File: config.mk
export PLATFORM = sky130hd
export DESIGN_NAME = dda_line_rasterizer
export DESIGN_NICKNAME = d
export VERILOG_FILES = /design/src/hdl/dda_pkg.sv /design/src/hdl/dda_div.sv /design/src/hdl/dda_line_rasterizer.sv
export SDC_FILE = /design/constraint.sdc
export NUM_CORES = 1
export LEC_CHECK = 0
export ABC_AREA = 0
export BUFFER_PORTS_ARGS = -buffer_cell sky130_fd_sc_hd__clkbuf_2
export CAP_MARGIN = 25
export CORE_UTILIZATION = 62
export DETAILED_ROUTE_END_ITERATION = 6
export MAX_ROUTING_LAYER = met4
export PLACE_DENSITY = 0.89
export SLEW_MARGIN = 25
export SYNTH_ARGS = -nofsm -noshare
export SYNTH_HDL_FRONTEND = slang
export SYNTH_HIERARCHICAL = 1
export SYNTH_SLANG_ARGS = --single-unit
File: constraint.sdc
create_clock -name clk -period 10.7 [get_ports clk]
set_input_delay 1.605 -clock clk [delete_from_list [all_inputs] [get_ports clk]]
set_output_delay 1.605 -clock clk [all_outputs]
set_load 0.01 [all_outputs]
File: src/hdl/dda_pkg.sv
// ----------------------------------------------------------------------------
// dda_pkg
// Shared widths, types and codes for the line rasterizer.
// ----------------------------------------------------------------------------
package dda_pkg;

  localparam int COORD_BITS = 10;
  localparam int FRAC_BITS  = 16;
  localparam int ACC_W      = COORD_BITS + FRAC_BITS + 1;
  localparam int STEP_W     = FRAC_BITS + 2;
  localparam int CNT_W      = COORD_BITS + 1;
  localparam int DIV_W      = COORD_BITS + FRAC_BITS;
  localparam int QUO_W      = FRAC_BITS + 1;
  localparam int ITER_W     = $clog2(DIV_W + 1);
  localparam int IN_DATA_W  = ((4 * COORD_BITS + 7) / 8) * 8;
  localparam int OUT_DATA_W = ((2 * COORD_BITS + CNT_W + 7) / 8) * 8;

  typedef logic [COORD_BITS-1:0] coord_t;
  typedef logic [ACC_W-1:0]      acc_t;
  typedef logic [STEP_W-1:0]     step_t;
  typedef logic [CNT_W-1:0]      cnt_t;
  typedef logic [DIV_W-1:0]      dividend_t;
  typedef logic [QUO_W-1:0]      quo_t;

  typedef enum logic {
    CMD_START = 1'b0,
    CMD_PIXEL = 1'b1
  } dda_cmd_t;

  typedef enum logic [1:0] {
    ST_IDLE,
    ST_DIV_X,
    ST_DIV_Y
  } dda_state_t;

endpackage

File: src/hdl/dda_div.sv
// ----------------------------------------------------------------------------
// dda_div
// Restoring divider, one quotient bit per cycle, shared by both axes.
// ----------------------------------------------------------------------------
module dda_div (
  input  logic               clk,
  input  logic               rst,
  input  logic               start,
  input  dda_pkg::dividend_t dividend,
  input  dda_pkg::coord_t    divisor,
  output logic               done,
  output dda_pkg::quo_t      quotient
);
  import dda_pkg::*;

  logic                busy;
  logic [ITER_W-1:0]   cnt;
  coord_t              rem;
  coord_t              dvs;
  dividend_t           quo;
  logic [COORD_BITS:0] trial;
  logic [COORD_BITS:0] diff;
  logic                fits;

  always_comb begin
    trial = {rem, quo[DIV_W-1]};
    diff  = trial - {1'b0, dvs};
    fits  = trial >= {1'b0, dvs};
  end

  always_ff @(posedge clk) begin
    if (rst) begin
      busy <= 1'b0;
      done <= 1'b0;
      cnt  <= '0;
    end else begin
      done <= 1'b0;
      if (start) begin
        busy <= 1'b1;
        cnt  <= ITER_W'(DIV_W);
      end else if (busy) begin
        cnt <= cnt - 1'b1;
        if (cnt == ITER_W'(1)) begin
          busy <= 1'b0;
          done <= 1'b1;
        end
      end
    end
  end

  always_ff @(posedge clk) begin
    if (start) begin
      rem <= '0;
      dvs <= divisor;
      quo <= dividend;
    end else if (busy) begin
      rem <= fits ? diff[COORD_BITS-1:0] : trial[COORD_BITS-1:0];
      quo <= {quo[DIV_W-2:0], fits};
    end
  end

  assign quotient = quo[QUO_W-1:0];

endmodule

File: src/hdl/dda_line_rasterizer.sv
// ----------------------------------------------------------------------------
// dda_line_rasterizer
// DDA line generator: start items load endpoints, pixel items emit pixels.
// ----------------------------------------------------------------------------
// every item gives its result item in the output register in the cycle after it is taken
// pixel items: one per cycle while the sequencer is idle and the output side takes them
// start items (unless both endpoints coincide): ready drops while the shared
//   restoring divider makes both increments, x first, then y
// reset: synchronous, clears sequencer, pixel count and output valid
// ----------------------------------------------------------------------------
module dda_line_rasterizer (
  input  logic                           clk,
  input  logic                           rst,
  input  logic                           s_tvalid,
  output logic                           s_tready,
  // x_start, y_start, x_end, y_end
  input  logic [dda_pkg::IN_DATA_W-1:0]  s_tdata,
  // command
  input  logic [0:0]                     s_tuser,
  output logic                           m_tvalid,
  input  logic                           m_tready,
  // pixel_x, pixel_y, pixels_remaining
  output logic [dda_pkg::OUT_DATA_W-1:0] m_tdata,
  // pixel_valid
  output logic [0:0]                     m_tuser,
  output logic                           m_tlast
);
  import dda_pkg::*;

  dda_state_t state, state_next;

  acc_t   acc_x, acc_y;
  step_t  step_x, step_y;
  cnt_t   left_count;
  coord_t steps;
  coord_t mag_y;
  logic   neg_x, neg_y;

  coord_t out_x, out_y;
  cnt_t   out_cnt;
  logic   out_valid, out_last;

  logic      in_fire;
  dda_cmd_t  cmd;
  coord_t    xs, ys, xe, ye, adx, ady, steps_in;
  cnt_t      cnt_start, cnt_dec;
  acc_t      round_x, round_y;
  logic      div_start, div_done;
  dividend_t div_dividend;
  coord_t    div_divisor;
  quo_t      quotient;
  step_t     quo_signed;

  always_comb begin
    s_tready  = (state == ST_IDLE) && (!m_tvalid || m_tready);
    in_fire   = s_tvalid && s_tready;
    cmd       = dda_cmd_t'(s_tuser[0]);
    xs        = s_tdata[0 +: COORD_BITS];
    ys        = s_tdata[COORD_BITS +: COORD_BITS];
    xe        = s_tdata[2*COORD_BITS +: COORD_BITS];
    ye        = s_tdata[3*COORD_BITS +: COORD_BITS];
    adx       = (xe >= xs) ? xe - xs : xs - xe;
    ady       = (ye >= ys) ? ye - ys : ys - ye;
    steps_in  = (adx >= ady) ? adx : ady;
    cnt_start = {1'b0, steps_in} + 1'b1;
    cnt_dec   = left_count - 1'b1;
    round_x   = acc_x + (ACC_W'(1) << (FRAC_BITS - 1));
    round_y   = acc_y + (ACC_W'(1) << (FRAC_BITS - 1));
  end

  // sequencer
  always_comb begin
    state_next   = state;
    div_start    = 1'b0;
    div_dividend = {mag_y, {FRAC_BITS{1'b0}}};
    div_divisor  = steps;
    unique case (state)
      ST_IDLE: begin
        if (in_fire && cmd == CMD_START && steps_in != '0) begin
          state_next   = ST_DIV_X;
          div_start    = 1'b1;
          div_dividend = {adx, {FRAC_BITS{1'b0}}};
          div_divisor  = steps_in;
        end
      end
      ST_DIV_X: begin
        if (div_done) begin
          state_next = ST_DIV_Y;
          div_start  = 1'b1;
        end
      end
      ST_DIV_Y: begin
        if (div_done) begin
          state_next = ST_IDLE;
        end
      end
      default: state_next = ST_IDLE;
    endcase
  end

  always_ff @(posedge clk) begin
    if (rst) begin
      state <= ST_IDLE;
    end else begin
      state <= state_next;
    end
  end

  dda_div u_div (
    .clk      (clk),
    .rst      (rst),
    .start    (div_start),
    .dividend (div_dividend),
    .divisor  (div_divisor),
    .done     (div_done),
    .quotient (quotient)
  );

  always_comb begin
    quo_signed = {1'b0, quotient};
    if ((state == ST_DIV_X) ? neg_x : neg_y) begin
      quo_signed = '0 - {1'b0, quotient};
    end
  end

  // line state
  always_ff @(posedge clk) begin
    if (rst) begin
      left_count <= '0;
    end else if (in_fire) begin
      if (cmd == CMD_START) begin
        left_count <= cnt_start;
      end else if (left_count != '0) begin
        left_count <= cnt_dec;
      end
    end
  end

  always_ff @(posedge clk) begin
    if (in_fire && cmd == CMD_START) begin
      acc_x  <= {1'b0, xs, {FRAC_BITS{1'b0}}};
      acc_y  <= {1'b0, ys, {FRAC_BITS{1'b0}}};
      steps  <= steps_in;
      mag_y  <= ady;
      neg_x  <= xe < xs;
      neg_y  <= ye < ys;
      step_x <= '0;
      step_y <= '0;
    end else begin
      if (in_fire && left_count != '0) begin
        acc_x <= acc_x + {{(ACC_W-STEP_W){step_x[STEP_W-1]}}, step_x};
        acc_y <= acc_y + {{(ACC_W-STEP_W){step_y[STEP_W-1]}}, step_y};
      end
      if (div_done && state == ST_DIV_X) begin
        step_x <= quo_signed;
      end
      if (div_done && state == ST_DIV_Y) begin
        step_y <= quo_signed;
      end
    end
  end

  // output register
  always_ff @(posedge clk) begin
    if (rst) begin
      m_tvalid <= 1'b0;
    end else if (in_fire) begin
      m_tvalid <= 1'b1;
    end else if (m_tready) begin
      m_tvalid <= 1'b0;
    end
  end

  always_ff @(posedge clk) begin
    if (in_fire) begin
      out_valid <= 1'b0;
      out_x     <= '0;
      out_y     <= '0;
      out_last  <= 1'b0;
      out_cnt   <= '0;
      if (cmd == CMD_START) begin
        out_cnt <= cnt_start;
      end else if (left_count != '0) begin
        out_valid <= 1'b1;
        out_x     <= round_x[FRAC_BITS +: COORD_BITS];
        out_y     <= round_y[FRAC_BITS +: COORD_BITS];
        out_last  <= cnt_dec == '0;
        out_cnt   <= cnt_dec;
      end
    end
  end

  assign m_tdata    = OUT_DATA_W'({out_cnt, out_y, out_x});
  assign m_tuser[0] = out_valid;
  assign m_tlast    = out_last;

  a_busy_not_ready: assert property (@(posedge clk) disable iff (rst)
    state != ST_IDLE |-> !s_tready)
    else $error("input taken while increments are being computed");

  a_done_in_div: assert property (@(posedge clk) disable iff (rst)
    div_done |-> (state == ST_DIV_X || state == ST_DIV_Y))
    else $error("divider finished outside a division state");

  a_last_empty: assert property (@(posedge clk) disable iff (rst)
    m_tvalid && m_tlast |-> m_tuser[0] && out_cnt == '0 && left_count == '0)
    else $error("last pixel with pixels still pending");

  a_count_range: assert property (@(posedge clk) disable iff (rst)
    left_count <= cnt_t'(1 << COORD_BITS))
    else $error("pixel count out of range");

endmodule
==> impl_summary.txt <==
----------------------------------------------------
[Outcome]
  Outcome ... finished clean

[CTS]
  Clock input transition at the sequential cells of the worst setup and hold paths ... approximately 0.06 ns
  Clock latency on the worst-skew pair ... 0.52 ns
  Clock tree from TritonCTS ... done
  Setup Buffers After CTS ... 0
  Bufs on Longest Clock Path ... 3
  Cts bufs inserted ... 24
  H-tree depth reported by CTS ... 1
  Cells resized by post-CTS repair ... 0
  Sink count of the clock tree ... 210
  Hold-fix buffers, CTS ... 0
  CTS root buf ... sky130_fd_sc_hd__clkbuf_16

[Synthesis]
  Most instantiated flip-flop cell in the synthesis netlist ... sky130_fd_sc_hd__edfxtp_1
  Synthesized flop and latch total ... 210
  Cell Area, Synth ... 0.0143 mm2
  Number of enable flip-flop cells after synthesis ... 111
  Async SR Flop Fraction ... 0%
  Number of instances in the synthesized netlist ... 1547
  Yosys Warn Count ... 6
  Per-instance average area after synthesis ... roughly 9.2 um2
  Unique cell type count in the Yosys netlist ... between 90 and 100
  Fraction of the yosys area taken by sequential cells ... 37.2%

[Setup path]
  Type of the worst setup path ... in2reg
  Critical path capture point type ... register
  Setup crit start kind ... input port
  Maximum fanout along the worst path ... 50
  Critical Path AT ... 8.07 ns
  Required arrival time at the worst endpoint ... between 10 and 15 ns

[Power]
  Peak supply drop ... approximately 0.00013 V
  Leakage Power ... 0.00670 uW
  Total chip power ... 2800 uW
  Power density relative to cell area ... 179 mW/mm2

[Timing]
  Max Fclk ... 131 MHz
  Final cycle utilization of the critical path ... 71.2%
  Hold Vio Cnt, Final ... 0
  Least-Margin Pin Slew ... 0.948 ns
  Clock period minus final worst setup slack ... 7.62 ns
  RSZ-0062 raised after global routing ... no
  Post-route setup TNS ... 0 ns
  Final worst clock skew ... ~0.02 ns
  Count of final max-slew check failures ... 0
  Worst hold slack ... 0.458 ns
  Final number of setup-violating endpoints ... 0
  Max transition margin ... 36.8%

[Final layout]
  Final nets ... 1778
  Layout cell share with drive strength beyond 1 ... 12.5%
  Post-synthesis to final-layout area growth ... 9.33%
  Most common cell after layout, fill and taps aside ... sky130_fd_sc_hd__nand2_1
  Most frequent cells in the layout ... 134 x sky130_fd_sc_hd__nand2_1, 119 x sky130_fd_sc_hd__inv_1, 117 x sky130_fd_sc_hd__ha_1
  Fillers ... 1577
  Number of inserted diodes ... 0

[Min path]
  Kind of path behind the tightest hold check ... reg2reg

[Detailed routing]
  Top layer reached by signal wires ... met4
  DRC ... 0
  Total length of routed met2 wires ... between 15000 and 20000 um
  Average routed wire per standard cell ... 19.1 um
  Number of DRC violations after detailed-routing iteration 0 ... 1161
  Antenna-violating nets left ... 0
  Sum of routed wire length over all layers ... 36600 um
  Number of detailed-routing iterations run before antenna repair ... 6
  Routed length on met1 ... 15300 um
  Total number of vias ... 12100
  Detailed-routed wire length on met3 ... 3320 um
  Vias per cell ... ~6.3

[Floorplan]
  Number of ports placed on the die boundary ... between 80 and 90
  Die Y-Extent ... ~150 um
  Die outline width ... 154 um
  Die outline area ... 0.0236 mm2
  Initial Util ... 63.1%
  Cell Rows ... 55
  Core ar. ... 0.0226 mm2

[Placement]
  GPL Wtd Cong ... 0.942
  Post-DP HPWL ... 25800 um
  Port buffer count ... 79

[Global routing]
  Global-route usage over all layers ... 31.3%
  Number of global-route vias before repair ... 11600
  Total overflow reported by the global router ... 0
  Number of antenna violations at the first check in global routing ... 1
  Pin count of the biggest net entering global routing ... 84
  Wire length of the first global-routing pass ... 58200 um

[Job]
  Max-Cap Viols ... 0

----------------------------------------------------
[critical path, stage by stage]
cell and delay (ns):
sky130_fd_sc_hd__clkbuf_2 0.09, sky130_fd_sc_hd__inv_1 0.05, sky130_fd_sc_hd__ha_1 0.15, sky130_fd_sc_hd__inv_1 0.06, sky130_fd_sc_hd__fa_1 0.43, sky130_fd_sc_hd__a21o_1 0.22
sky130_fd_sc_hd__a221o_1 0.40, sky130_fd_sc_hd__a211oi_4 0.66, sky130_fd_sc_hd__mux2_1 0.41, sky130_fd_sc_hd__a21boi_1 0.24, sky130_fd_sc_hd__nor2_1 0.12, sky130_fd_sc_hd__ha_1 0.33
sky130_fd_sc_hd__nand3_1 0.09, sky130_fd_sc_hd__a21oi_1 0.19, sky130_fd_sc_hd__nand2_1 0.11, sky130_fd_sc_hd__a21oi_1 0.15, sky130_fd_sc_hd__buf_4 0.25, sky130_fd_sc_hd__mux2i_1 0.51
sky130_fd_sc_hd__nand4bb_1 0.24, sky130_fd_sc_hd__o31ai_4 0.53, sky130_fd_sc_hd__nand2_2 0.10, sky130_fd_sc_hd__buf_4 0.35, sky130_fd_sc_hd__nand2b_1 0.29, sky130_fd_sc_hd__a221o_1 0.33
sky130_fd_sc_hd__o21ai_0 0.15
[synthesized netlist by cell type, drive strengths merged (7+ instances only)]
library cell	instances	area share (%)
and3	16	0.70
clkbuf	32	0.85
nor4	11	0.48
nor3	23	0.84
ha	117	10
a31oi	15	0.76
and2	8	0.35
xor2	56	3.4
o21a	12	0.63
xnor2	47	3.0
a211oi	53	2.9
o22ai	27	1.2
o211ai	12	0.67
o31ai	12	0.87
buf	40	1.7
nand3b	9	0.47
nand3	37	1.3
a21o	39	2.1
inv	122	3.2
mux2i	33	2.5
nor2b	11	0.48
nand2b	16	0.70
dfxtp	99	14
or3	15	0.66
nand4	9	0.39
fa	7	0.98
nand2	135	3.5
nor2	118	3.2
a21oi	109	3.9
edfxtp	111	23
o21ai	80	2.8
mux2	42	3.3
[metal layers]
layer,GRT usage (%),up-vias
met1,41.3,5697
li1,-,5687
met2,49.0,632
met3,4.57,94
met5,-,-
met4,11.8,0
[where the power goes]
part / leakage, uW / total, uW / switching (uW) / internal, uW
registers: 0.00187 / 1060 / 75.1 / 980
logic: 0.00444 / 956 / 596 / 360
clock network: 0.000381 / 788 / 327 / 461
[per-stage QoR]
stage / setup WS, ns / area [um2] / utilization, % / instances
floorplan: 2.83 / 14300 / - / 1563
global placement: 2.60 / 14800 / 65.4 / 1866
detailed placement: 2.18 / 14800 / 65.4 / 1866
CTS: 2.68 / 15600 / 68.8 / 1910
global route: 2.75 / 15600 / 68.9 / 1912
finish: 3.08 / 15600 / 68.9 / 1912
[final timing paths]
path	to	slack, ns	from	depth (start not counted)
max	u_div/rem[9]	3.08	s_tdata[20]	25
min	acc_x[2]	0.46	acc_x[2]	2
max reg2reg	left_count[7]	6.25	left_count[0]	12
min reg2reg	acc_x[2]	0.46	acc_x[2]	2
[registers in the layout (all words and copies together) (netlist names)]
name        cells
neg_x           1
u_div/cnt       5
u_div/busy      1
out_x          10
u_div/dvs      10
out_y          10
m_tvalid        1
step_y         18
step_x         18
acc_y          26
u_div/done      1
neg_y           1
mag_y          10
m_tlast         1
u_div/rem      10
m_tuser         1
u_div/quo      26
state           2
steps          10
acc_x          26
left_count     11
out_cnt        11
[logic make-up after synthesis]
kind of cell               synth area share (%)
xor gates and xnor gates                   6.48
DFF                                        37.2
and+or+nand+nor                            14.0
muxes                                      5.82
other                                    0.0263
buffers and inverters                      5.82
AOI/OAI and AO/OA                          19.4
adders and majority gates                  11.2
[cell type report]
| type | count | area, um2 | share of cell area [%] |
|---|---|---|---|
| Clock buffer | 37 | 714 | 4.58 |
| Clock inverter | 7 | 48.8 | 0.313 |
| Inverter | 123 | 463 | 2.97 |
| Multi-Input combinational cell | 1158 | 8210 | 52.6 |
| Sequential cell | 210 | 5320 | 34.1 |
| Tap cell | 285 | 357 | 2.28 |
| Timing Repair Buffer | 92 | 504 | 3.23 |
No activity file was read; power rests on OpenSTA's default activity.
